File: src/rtl/core/m31alu_pkg.sv
// Package with the types, constants, microcode and field arithmetic of the Mersenne-31 ALU.
`default_nettype none

package m31alu_pkg;

   localparam int FIELD_BITS = 31;
   localparam logic [30:0] MODULUS = {FIELD_BITS{1'b1}};
   localparam logic [30:0] INV_EXPONENT = MODULUS - 31'd2;
   localparam logic [4:0] INV_LAST_BIT = 5'(FIELD_BITS - 1);

   localparam logic [2:0] OP_ADD = 3'd0;
   localparam logic [2:0] OP_SUB = 3'd1;
   localparam logic [2:0] OP_MUL = 3'd2;
   localparam logic [2:0] OP_NEG = 3'd3;
   localparam logic [2:0] OP_INV = 3'd4;
   localparam logic [2:0] OP_RED = 3'd5;
   localparam logic [2:0] OP_DOT = 3'd6;

   localparam logic [1:0] FAULT_NONE     = 2'd0;
   localparam logic [1:0] FAULT_INV_ZERO = 2'd1;
   localparam logic [1:0] FAULT_EQ_Q     = 2'd2;

   localparam logic [3:0] UA_IDLE          = 4'd0;
   localparam logic [3:0] UA_ADD           = 4'd1;
   localparam logic [3:0] UA_SUB           = 4'd2;
   localparam logic [3:0] UA_NEG           = 4'd3;
   localparam logic [3:0] UA_MUL           = 4'd4;
   localparam logic [3:0] UA_FOLD          = 4'd5;
   localparam logic [3:0] UA_DOT_MUL       = 4'd6;
   localparam logic [3:0] UA_DOT_FOLD      = 4'd7;
   localparam logic [3:0] UA_DOT_SUM       = 4'd8;
   localparam logic [3:0] UA_INV_INIT      = 4'd9;
   localparam logic [3:0] UA_INV_TOP       = 4'd10;
   localparam logic [3:0] UA_INV_MUL       = 4'd11;
   localparam logic [3:0] UA_INV_FOLD_ACC  = 4'd12;
   localparam logic [3:0] UA_INV_SQ        = 4'd13;
   localparam logic [3:0] UA_INV_FOLD_BASE = 4'd14;
   localparam logic [3:0] UA_INV_DONE      = 4'd15;

   typedef enum logic [1:0] {MUL_NONE, MUL_XY, MUL_ACC_BASE, MUL_BASE_BASE} mul_sel_type;
   typedef enum logic [1:0] {FOLD_NONE, FOLD_ACC, FOLD_BASE} fold_dst_type;
   typedef enum logic [1:0] {COND_NEXT, COND_ALWAYS, COND_BIT_CLEAR, COND_LAST_BIT} cond_type;
   typedef enum logic [2:0] {RES_ADD, RES_SUB, RES_NEG, RES_FOLD, RES_DOT, RES_ACC} res_sel_type;
   typedef enum logic [1:0] {EMIT_NONE, EMIT_ALWAYS, EMIT_IF_LAST} emit_type;

   typedef struct packed {
      mul_sel_type  mul_sel;
      fold_dst_type fold_dst;
      logic         inv_init;
      logic         cnt_inc;
      cond_type     cond;
      logic [3:0]   target;
      res_sel_type  res_sel;
      emit_type     emit;
      logic         sum_wr;
      logic         done;
   } ctrl_type;

   localparam ctrl_type CTRL_NOP = '{
      mul_sel: MUL_NONE, fold_dst: FOLD_NONE, inv_init: 1'b0, cnt_inc: 1'b0,
      cond: COND_NEXT, target: UA_IDLE, res_sel: RES_ADD, emit: EMIT_NONE,
      sum_wr: 1'b0, done: 1'b0};

   function automatic ctrl_type ucode_rom(input logic [3:0] addr);
      ctrl_type c;
      c = CTRL_NOP;
      unique case (addr)
         UA_IDLE: begin
         end
         UA_ADD: begin
            c.res_sel = RES_ADD;
            c.emit    = EMIT_ALWAYS;
            c.done    = 1'b1;
         end
         UA_SUB: begin
            c.res_sel = RES_SUB;
            c.emit    = EMIT_ALWAYS;
            c.done    = 1'b1;
         end
         UA_NEG: begin
            c.res_sel = RES_NEG;
            c.emit    = EMIT_ALWAYS;
            c.done    = 1'b1;
         end
         UA_MUL: begin
            c.mul_sel = MUL_XY;
         end
         UA_FOLD: begin
            c.res_sel = RES_FOLD;
            c.emit    = EMIT_ALWAYS;
            c.done    = 1'b1;
         end
         UA_DOT_MUL: begin
            c.mul_sel = MUL_XY;
         end
         UA_DOT_FOLD: begin
            c.fold_dst = FOLD_ACC;
         end
         UA_DOT_SUM: begin
            c.res_sel = RES_DOT;
            c.emit    = EMIT_IF_LAST;
            c.sum_wr  = 1'b1;
            c.done    = 1'b1;
         end
         UA_INV_INIT: begin
            c.inv_init = 1'b1;
         end
         UA_INV_TOP: begin
            c.cond   = COND_BIT_CLEAR;
            c.target = UA_INV_SQ;
         end
         UA_INV_MUL: begin
            c.mul_sel = MUL_ACC_BASE;
         end
         UA_INV_FOLD_ACC: begin
            c.fold_dst = FOLD_ACC;
         end
         UA_INV_SQ: begin
            c.mul_sel = MUL_BASE_BASE;
            c.cond    = COND_LAST_BIT;
            c.target  = UA_INV_DONE;
         end
         UA_INV_FOLD_BASE: begin
            c.fold_dst = FOLD_BASE;
            c.cnt_inc  = 1'b1;
            c.cond     = COND_ALWAYS;
            c.target   = UA_INV_TOP;
         end
         UA_INV_DONE: begin
            c.res_sel = RES_ACC;
            c.emit    = EMIT_ALWAYS;
            c.done    = 1'b1;
         end
      endcase
      return c;
   endfunction

   function automatic logic [3:0] dispatch(input logic [2:0] op);
      logic [3:0] a;
      unique case (op)
         OP_ADD:  a = UA_ADD;
         OP_SUB:  a = UA_SUB;
         OP_MUL:  a = UA_MUL;
         OP_NEG:  a = UA_NEG;
         OP_INV:  a = UA_INV_INIT;
         OP_RED:  a = UA_FOLD;
         OP_DOT:  a = UA_DOT_MUL;
         default: a = UA_IDLE;
      endcase
      return a;
   endfunction

   function automatic logic [30:0] fold_wide(input logic [63:0] x);
      logic [33:0] f;
      logic [31:0] r;
      f = {3'b000, x[30:0]} + {1'b0, x[63:31]};
      r = {1'b0, f[30:0]} + {29'd0, f[33:31]};
      if (r >= {1'b0, MODULUS}) begin
         r = r - {1'b0, MODULUS};
      end
      return r[30:0];
   endfunction

   function automatic logic [30:0] fadd(input logic [30:0] x, input logic [30:0] y);
      logic [31:0] s;
      s = {1'b0, x} + {1'b0, y};
      if (s >= {1'b0, MODULUS}) begin
         s = s - {1'b0, MODULUS};
      end
      return s[30:0];
   endfunction

   function automatic logic [30:0] fsub(input logic [30:0] x, input logic [30:0] y);
      logic [31:0] d;
      if (x >= y) begin
         d = {1'b0, x} - {1'b0, y};
      end else begin
         d = {1'b0, x} + {1'b0, MODULUS} - {1'b0, y};
      end
      return d[30:0];
   endfunction

   function automatic logic [30:0] fneg(input logic [30:0] x);
      logic [30:0] n;
      if (x == 31'd0) begin
         n = 31'd0;
      end else begin
         n = MODULUS - x;
      end
      return n;
   endfunction

endpackage

`default_nettype wire

File: src/rtl/core/mersenne31_field_alu_with_dot_unit.sv
// Microcoded arithmetic unit over the field of integers modulo 2^31 - 1.
`default_nettype none

// The unit takes one request at a time and runs it through a sixteen-word microcode program
// that steers a single 31 by 31 bit multiplier, a Mersenne fold and a modular adder. Of add,
// subtract, negate, reduce, multiply, a dot term and an inverse, the inverse takes longest,
// being bounded by the square-and-multiply loop over the 31 exponent bits on the one
// multiplier. Operation code 7 is taken and dropped with no response. A finished result waits
// in an output register, so a new request is taken while the previous result is still pending.
module mersenne31_field_alu_with_dot_unit (
   input  wire logic         clock,
   input  wire logic         reset,
   input  wire logic         req_tvalid,
   output logic              req_tready,
   // Fields from bit 0: operation[2:0], a[30:0], b[30:0], wide_value[63:0], zero padding.
   input  wire logic [135:0] req_tdata,
   // Marks the final dot term.
   input  wire logic         req_tlast,
   output logic              rsp_tvalid,
   input  wire logic         rsp_tready,
   // Fields from bit 0: result[30:0], fault[1:0], zero padding.
   output logic [39:0]       rsp_tdata
);
   import m31alu_pkg::*;

   logic [3:0]  pc_ff, pc_in;
   logic [30:0] x_ff, x_in;
   logic [30:0] y_ff, y_in;
   logic [63:0] wide_ff, wide_in;
   logic [30:0] acc_ff, acc_in;
   logic [30:0] base_ff, base_in;
   logic [4:0]  cnt_ff, cnt_in;
   logic [30:0] sum_ff, sum_in;
   logic [1:0]  fault_ff, fault_in;
   logic        last_ff, last_in;
   logic        rsp_valid_ff, rsp_valid_in;
   logic [30:0] rsp_result_ff, rsp_result_in;
   logic [1:0]  rsp_fault_ff, rsp_fault_in;

   ctrl_type    ctrl;
   logic        idle;
   logic        req_accept;
   logic        emit_now;
   logic        step_go;
   logic        jump;
   logic        exp_bit;
   logic [2:0]  req_op;
   logic [30:0] req_a;
   logic [30:0] req_b;
   logic        bad_a;
   logic        bad_b;
   logic [30:0] map_a;
   logic [30:0] map_b;
   logic [1:0]  req_fault;
   logic [30:0] mul_a;
   logic [30:0] mul_b;
   logic [61:0] product;
   logic [30:0] fold_val;
   logic [30:0] dot_val;
   logic [30:0] res_val;

   assign req_op = req_tdata[2:0];
   assign req_a  = req_tdata[33:3];
   assign req_b  = req_tdata[64:34];
   assign bad_a  = (req_a == MODULUS);
   assign bad_b  = (req_b == MODULUS);
   assign map_a  = bad_a ? 31'd0 : req_a;
   assign map_b  = bad_b ? 31'd0 : req_b;

   always_comb begin
      unique case (req_op)
         OP_NEG:  req_fault = bad_a ? FAULT_EQ_Q : FAULT_NONE;
         OP_INV: begin
            if (bad_a) begin
               req_fault = FAULT_EQ_Q;
            end else if (req_a == 31'd0) begin
               req_fault = FAULT_INV_ZERO;
            end else begin
               req_fault = FAULT_NONE;
            end
         end
         OP_RED:  req_fault = FAULT_NONE;
         default: req_fault = (bad_a || bad_b) ? FAULT_EQ_Q : FAULT_NONE;
      endcase
   end

   assign ctrl       = ucode_rom(pc_ff);
   assign idle       = (pc_ff == UA_IDLE);
   assign req_tready = idle && !reset;
   assign req_accept = req_tvalid && req_tready;
   assign exp_bit    = INV_EXPONENT[cnt_ff];

   always_comb begin
      unique case (ctrl.emit)
         EMIT_ALWAYS:  emit_now = 1'b1;
         EMIT_IF_LAST: emit_now = last_ff;
         default:      emit_now = 1'b0;
      endcase
   end

   assign step_go = !idle && (!emit_now || !rsp_valid_ff || rsp_tready);

   always_comb begin
      unique case (ctrl.cond)
         COND_ALWAYS:    jump = 1'b1;
         COND_BIT_CLEAR: jump = !exp_bit;
         COND_LAST_BIT:  jump = (cnt_ff == INV_LAST_BIT);
         default:        jump = 1'b0;
      endcase
   end

   always_comb begin
      unique case (ctrl.mul_sel)
         MUL_ACC_BASE: begin
            mul_a = acc_ff;
            mul_b = base_ff;
         end
         MUL_BASE_BASE: begin
            mul_a = base_ff;
            mul_b = base_ff;
         end
         default: begin
            mul_a = x_ff;
            mul_b = y_ff;
         end
      endcase
   end

   assign product  = mul_a * mul_b;
   assign fold_val = fold_wide(wide_ff);
   assign dot_val  = fadd(sum_ff, acc_ff);

   always_comb begin
      unique case (ctrl.res_sel)
         RES_SUB:  res_val = fsub(x_ff, y_ff);
         RES_NEG:  res_val = fneg(x_ff);
         RES_FOLD: res_val = fold_val;
         RES_DOT:  res_val = dot_val;
         RES_ACC:  res_val = acc_ff;
         default:  res_val = fadd(x_ff, y_ff);
      endcase
   end

   always_comb begin
      pc_in         = pc_ff;
      x_in          = x_ff;
      y_in          = y_ff;
      wide_in       = wide_ff;
      acc_in        = acc_ff;
      base_in       = base_ff;
      cnt_in        = cnt_ff;
      sum_in        = sum_ff;
      fault_in      = fault_ff;
      last_in       = last_ff;
      rsp_valid_in  = rsp_valid_ff && !rsp_tready;
      rsp_result_in = rsp_result_ff;
      rsp_fault_in  = rsp_fault_ff;
      if (req_accept) begin
         pc_in    = dispatch(req_op);
         x_in     = map_a;
         y_in     = map_b;
         wide_in  = req_tdata[128:65];
         fault_in = req_fault;
         last_in  = req_tlast;
      end
      if (step_go) begin
         if (ctrl.done) begin
            pc_in = UA_IDLE;
         end else if (jump) begin
            pc_in = ctrl.target;
         end else begin
            pc_in = pc_ff + 4'd1;
         end
         if (ctrl.mul_sel != MUL_NONE) begin
            wide_in = {2'b00, product};
         end
         unique case (ctrl.fold_dst)
            FOLD_ACC:  acc_in = fold_val;
            FOLD_BASE: base_in = fold_val;
            default: begin
            end
         endcase
         if (ctrl.inv_init) begin
            acc_in  = 31'd1;
            base_in = x_ff;
            cnt_in  = 5'd0;
         end
         if (ctrl.cnt_inc) begin
            cnt_in = cnt_ff + 5'd1;
         end
         if (ctrl.sum_wr) begin
            sum_in = last_ff ? 31'd0 : dot_val;
         end
         if (emit_now) begin
            rsp_valid_in  = 1'b1;
            rsp_result_in = res_val;
            rsp_fault_in  = fault_ff;
         end
      end
   end

   always_ff @(posedge clock) begin
      if (reset) begin
         pc_ff        <= UA_IDLE;
         sum_ff       <= 31'd0;
         cnt_ff       <= 5'd0;
         rsp_valid_ff <= 1'b0;
      end else begin
         pc_ff        <= pc_in;
         sum_ff       <= sum_in;
         cnt_ff       <= cnt_in;
         rsp_valid_ff <= rsp_valid_in;
      end
   end

   always_ff @(posedge clock) begin
      x_ff          <= x_in;
      y_ff          <= y_in;
      wide_ff       <= wide_in;
      acc_ff        <= acc_in;
      base_ff       <= base_in;
      fault_ff      <= fault_in;
      last_ff       <= last_in;
      rsp_result_ff <= rsp_result_in;
      rsp_fault_ff  <= rsp_fault_in;
   end

   assign rsp_tvalid = rsp_valid_ff;
   assign rsp_tdata  = {7'd0, rsp_fault_ff, rsp_result_ff};

endmodule

`default_nettype wire

File: config.mk
export PLATFORM = sky130hd
export DESIGN_NAME = mersenne31_field_alu_with_dot_unit
export DESIGN_NICKNAME = d
export VERILOG_FILES = /design/src/rtl/core/m31alu_pkg.sv /design/src/rtl/core/mersenne31_field_alu_with_dot_unit.sv
export SDC_FILE = /design/constraint.sdc
export NUM_CORES = 2
export LEC_CHECK = 0
export ABC_AREA = 1
export BUFFER_PORTS_ARGS = -buffer_cell sky130_fd_sc_hd__buf_2
export CORE_MARGIN = 2
export CORE_UTILIZATION = 55
export CTS_CLUSTER_SIZE = 16
export DETAILED_ROUTE_END_ITERATION = 8
export PLACE_DENSITY = 0.72
export SETUP_SLACK_MARGIN = 0.1
export SYNTH_ARGS = -nofsm -noshare
export SYNTH_HDL_FRONTEND = slang
export SYNTH_SLANG_ARGS = --single-unit
export TNS_END_PERCENT = 10
File: constraint.sdc
create_clock -name clock -period 12.3 [get_ports clock]
set_input_delay 2.46 -clock clock [delete_from_list [all_inputs] [get_ports clock]]
set_output_delay 2.46 -clock clock [all_outputs]
set_load 0.005 [all_outputs]
* Yosys cells after proc, flatten, opt, wreduce, memory -nomap -nowiden *
Memory sizes are Yosys's and may differ from the RTL's. A register that Yosys moved wholly into a read port is not among the register bits.
Cells that the tools add are included.

word-level totals
  register bits = 265
  bits in latches = 0
  memory bits (writable) = 0
  memory bits (read-only) = 32
  input port bits = 141
  output and inout bits = 42
  word-level logic and storage cells = 144
  memories = 1

cells by class
  $add $sub $neg = 13
  multiply operators = 1
  divide/modulo/power cells = 0
  magnitude comparators = 5
  equality and inequality tests = 38
  shifts and indexed selects = 0
  mux-type cells = 42
  bitwise logic cells = 0
  reductions and logical operators = 31

memory list
  name             depth  width  rd ports  clocked after Yosys merged registers in  wr ports  line                                      RTL
  (no name shown)  32     1      1         1                                        0         mersenne31_field_alu_with_dot_unit.sv:91  assign exp_bit = INV_EXPONENT[cnt_ff];

operators with widths
  cell                                                                                    count
  31-bit two-way mux                                                                      10
  64-bit two-way mux                                                                      3
  31-bit one-hot mux with 5 select lines                                                  1
  32-bit by 31-bit greater-or-equal comparator with 1-bit output (second input constant)  3
  31-bit subtractor (second input constant)                                               3
  31-bit by 31-bit adder with 32-bit output                                               2
  31-bit equality test (second input constant)                                            2
  31-bit zero test                                                                        2
  31-bit by 31-bit multiplier with 62-bit output                                          1
  31-bit one-hot mux with 2 select lines                                                  1
  31-bit subtractor                                                                       2
  31-bit by 33-bit adder with 34-bit output                                               1
  31-bit by 3-bit adder with 32-bit output                                                1
  4-bit equality test (second input constant)                                             8
  31-bit adder (second input constant)                                                    1
  31-bit greater-or-equal comparator                                                      1
  31-bit subtractor (first input constant)                                                1
  5-bit one-hot mux with 6 select lines                                                   1
  4-bit one-hot mux with 7 select lines                                                   1
  5-bit two-way mux                                                                       4
  6-bit one-hot mux with 3 select lines                                                   1
  4-bit by 3-bit equality test with 1-bit output (second input constant)                  4
  4-bit two-way mux                                                                       4
  3-bit equality test (second input constant)                                             5
  25 further kinds                                                                        67

* Depth between registers and ports, before layout *
  word-level depth = 11
  depth in mapped cells = 45
  depth with buffers taken out = 43

* Least setup slack after synthesis *
OpenSTA, ideal clock, no wires.

  path kind = register to register
  start point = register pc_ff[1]
  end point = register wide_ff[54]
  library setup time = 0.130 ns
  arrival = 8.601 ns
  data required time = 12.170 ns
  slack = 3.568 ns
  cell stages (with the launch flop) = 40
  buffers on the path = 3
  period minus slack after synthesis = 8.732 ns
  cell sequence = dfxtp_1 ha_1 inv_1 nor2_1 clkinv_1 nand2_1 buf_2 buf_1 nor2_1 a221oi_1 inv_1 clkbuf_1 nor2_1 fa_1 fa_1 fa_1 inv_1 fa_1 [4 not listed] inv_1 fa_1 inv_1 fa_1 inv_1 ha_1 a21oi_1 o21a_1 a21boi_0 o21bai_1 a21oi_1 nor2_1 nand2_1 nand2_1 a21oi_1 nand2_1 nand3_1 o21ai_0

between the ends
  longest elaborated chain between the ends = 9
  elaborated cells between the ends (all ways) = 34
  classes of those cells = mul: 1; eq/ne: 14; mux: 8; reduce/logical: 11

RTL lines
  element                                                                                              line                                                                                  RTL
  start, declared                                                                                      mersenne31_field_alu_with_dot_unit.sv:26                                              logic [3:0] pc_ff, pc_in;
  start signal, assigned                                                                               mersenne31_field_alu_with_dot_unit.sv:209                                             pc_ff <= pc_in;
  4-bit by 3-bit equality test with 1-bit output, or another cell as far along                         m31alu_pkg.sv:67                                                                      unique case (addr)
  2-bit OR reduction (no source line) / 5-bit one-hot mux with 6 select lines (equally long branches)  --
  2-bit one-hot mux with 3 select lines, or another cell as far along                                  m31alu_pkg.sv:67
  2-bit equality test / 1-bit one-hot mux with 2 select lines (equally long branches)                  mersenne31_field_alu_with_dot_unit.sv:113, mersenne31_field_alu_with_dot_unit.sv:94
  2-bit OR reduction (no source line) / 1-bit zero test (equally long branches)                        --
  31-bit two-way mux / 1-bit logical OR (equally long branches)                                        mersenne31_field_alu_with_dot_unit.sv:113, mersenne31_field_alu_with_dot_unit.sv:101
  31-bit by 31-bit multiplier with 62-bit output / 1-bit logical OR (equally long branches)            mersenne31_field_alu_with_dot_unit.sv:129, mersenne31_field_alu_with_dot_unit.sv:101
  64-bit two-way mux / 1-bit logical AND (equally long branches)                                       mersenne31_field_alu_with_dot_unit.sv:174, mersenne31_field_alu_with_dot_unit.sv:101
  64-bit two-way mux *                                                                                 mersenne31_field_alu_with_dot_unit.sv:166                                             if (step_go) begin
  via wide_in[54]                                                                                      mersenne31_field_alu_with_dot_unit.sv:29                                              logic [63:0] wide_ff, wide_in;
  end signal, assigned                                                                                 mersenne31_field_alu_with_dot_unit.sv:219                                             wide_ff <= wide_in;
  end, declared                                                                                        mersenne31_field_alu_with_dot_unit.sv:29

The timed path passes the listed nets; every way through them passes the cells marked *.
A chain may end at the register's enable or synchronous reset.

* Worst setup path after layout *
  start point = register pc_ff[1]
  end point = register wide_ff[46]

Same word-level chain as after synthesis.

==> impl_results.md <==
* Die H at 322 microns
* Routed vias/inst at roughly 5.9
* Worst path required time at 12.81 ns
* Multi-input logic area at ~42000 sq um
* Cells after Synth at 7695
* Leading cell types in the layout, fill and taps excluded: nand2_1, inv_1, nor2_1
* Worst-Margin Slew at 1.43 ns
* Filler Cell Count at 9503
* Main flop type after synthesis: edfxtp_1
* Unrepaired setup endpoints after global routing: no
* Fin. Hold Viols at 0
* WS Path Type: flip-flop to flip-flop
* Detailed-router iteration count before antenna repair at 6
* Sequential area share after synthesis at 0.124
* Gr usage total at 0.449
* Most frequent CP cell: inv_1
* Hold_ws at 0.427 ns
* Area contributors post-synth: fa_1, nand2_1, inv_1
* Fin crit share at 0.906
* Final Max Slew Viols at 0
* Initial antenna violation count at 14
* Final Net Count at 9134
* Setup Fix Bufs, Post-CTS at 0
* Final setup fails at 0
* DR DRC count at 0
* Yosys cell types at 65
* Clock sinks at ~270
* CP max stage delay at ~1.0 ns
* Pin count of the biggest net entering global routing at 91
* Ys async rst share at 0
* Slowest cell on crit path: clkinv_1
* Relative slew slack at 0.0397
* Vias in the first global route at between 50000 and 60000
* Root Buffer: clkbuf_16
* Gr ovfl total at 0
* Commonest non-fill, non-tap cell in the layout: nand2_1
* Die area at 104000 sq um
* IO Pins at 183
* Critical Path End Type: flip-flop
* Post-DRT Antenna Nets at 0
* Sum of negative setup slack at 0 ns
* CORE AREA at 100000 sq um
* Reg2reg setup slack at 1.16 ns
* Num rows at roughly 120
* Total Wirelength at around 230000 microns
* Fin crit period at 11.14 ns
* Crit path max fanout at 27
* CP startpoint kind: flip-flop
* Share of post-route cells with drive strength above 1 at 0.0644
* I/O Buffers at roughly 170
* Synthesized area per cell at 7.25 sq um
* Outcome: finished clean
* Hold EP: rsp_fault_ff[0]$_DFFE_PP_
* GPL Wtd Cong at 1.07
* Via count at between 50000 and 60000
* Skew-Pair Late Insertion Delay at 0.65 ns
* Yosys warnings at 0
* CTS tree: built
* Hold Buf Count CTS at 0
* Area Overhead vs Synth at 6.59%
* Worst-case clock buffer depth at 3
* #FFs+latches synth at 266
* Crit path DAT at 11.65 ns
* Initial Util at 0.556
* Register-to-Register Path Depth at 37
* Fmax at 0.0898 GHz
* Max-cap viol count at 0
* Hold Path Origin: fault_ff[0]$_DFFE_PP_
* Wire per inst at 25.4 microns
* Hpwl dp at 192000 microns
* Reg2Reg Capture Point: wide_ff[46]$_DFF_P_
* Worst clock skew at 0.0308 ns
* Reg area at between 6000 and 7000 sq um
* Reg-to-reg startpoint: pc_ff[1]$_SDFFE_PP0P_
* Min-delay worst type: flip-flop to flip-flop
* CTS clk-pin slew, worst paths at 0.06 ns
* H-tree Lvls at 1
* Post-CTS Resized at 0
* Global-route wire length before repair at 339000 microns
* DR iter-0 viols at 6405
* Total CTS buffers at 30
* Mapped cell area at 55800 sq um
* Cell taking the most area after synthesis: fa_1
* EDFF count, synth at 160
* Die width at 322 microns
* Synth top area share at 0.303
* Hold depth at 0
flip-flops by register name, summed over array words and instances (netlist names):
register,count
acc_ff,31
base_ff,31
cnt_ff,5
exp_bit,1
fault_ff,2
last_ff,1
pc_ff,4
rsp_fault_ff,2
rsp_result_ff,31
rsp_tvalid,1
sum_ff,31
wide_ff,64
x_ff,31
y_ff,31
worst max-delay path by stage:
stage | from | endpoint | slack (ns) | cells past startpoint
2_1_floorplan | pc_ff[1]$_SDFFE_PP0P_ | wide_ff[54]$_DFF_P_ | 3.57 | 39
3_3_place_gp | pc_ff[1]$_SDFFE_PP0P_ | wide_ff[59]$_DFF_P_ | 1.55 | 38
3_5_place_dp | pc_ff[1]$_SDFFE_PP0P_ | wide_ff[46]$_DFF_P_ | 1.45 | 37
4_1_cts | pc_ff[1]$_SDFFE_PP0P_ | wide_ff[46]$_DFF_P_ | 1.39 | 37
5_1_grt | pc_ff[1]$_SDFFE_PP0P_ | wide_ff[59]$_DFF_P_ | 0.70 | 38
6_report | pc_ff[1]$_SDFFE_PP0P_ | wide_ff[46]$_DFF_P_ | 1.16 | 37
layout make-up:
class                           count  share of cell area
Sequential cell                   266               0.117
Antenna cell                        5            0.000210
Clock inverter                     17             0.00267
Clock buffer                       39              0.0140
Inverter                         1630               0.103
Timing Repair Buffer              301              0.0311
Multi-Input combinational cell   5526               0.704
Tap cell                         1357              0.0286
critical path, delay by kind of cell, from the launching register on:
| family | cells | cell delay [ns] |
|---|---|---|
| adder cells (fa/ha/maj) | 10 | 4.81 |
| buffers and inverters | 12 | 2.33 |
| AO/OA/AOI/OAI | 8 | 2.24 |
| AND/OR/NAND/NOR | 7 | 1.14 |
| flip-flops | 1 | 0.41 |
through the flow:
stage                util  std cells  area (sq um)  setup slack (ns)
finish              0.593       9141         59500              1.16
global route        0.593       9136         59400             0.704
CTS                 0.593       9136         59400              1.39
detailed placement  0.583       9080         58400              1.45
global placement    0.583       9080         58400              1.55
floorplan               -       7701         55800              3.57
Yosys cell counts, types with 23 or more instances:
master / number
dfxtp_1: 106
nand3_1: 320
clkinv_1: 28
ha_1: 395
fa_1: 843
clkbuf_1: 227
xnor2_1: 35
o21ai_0: 218
nand2_1: 1681
o221ai_1: 25
o211ai_1: 40
o21bai_1: 38
nand4_1: 72
nor3_1: 50
nor2_1: 1021
or2_2: 23
edfxtp_1: 160
a21oi_1: 310
inv_1: 1585
nand2_2: 23
a31oi_1: 40
xor2_1: 129
o21ai_1: 38
per-layer routing:
layer	vias up	GRT usage	wire, microns
met5	-	0.0222	457
met1	25700	0.592	89400
met4	18	0.212	14000
met2	3543	0.631	93200
li1	23600	-	-
met3	678	0.193	35200
cell families after synthesis:
logic type / synth area share
AND/OR/NAND/NOR: 0.242
buffers and inverters: 0.130
adder cells (fa/ha/maj): 0.391
AO/OA/AOI/OAI: 0.0846
flip-flops: 0.124
XOR/XNOR: 0.0260
multiplexers: 0.00179
other: 0.0000672
Power is not shown: default switching activity piles up to over one toggle a cycle in this logic, so the estimate is an artifact.
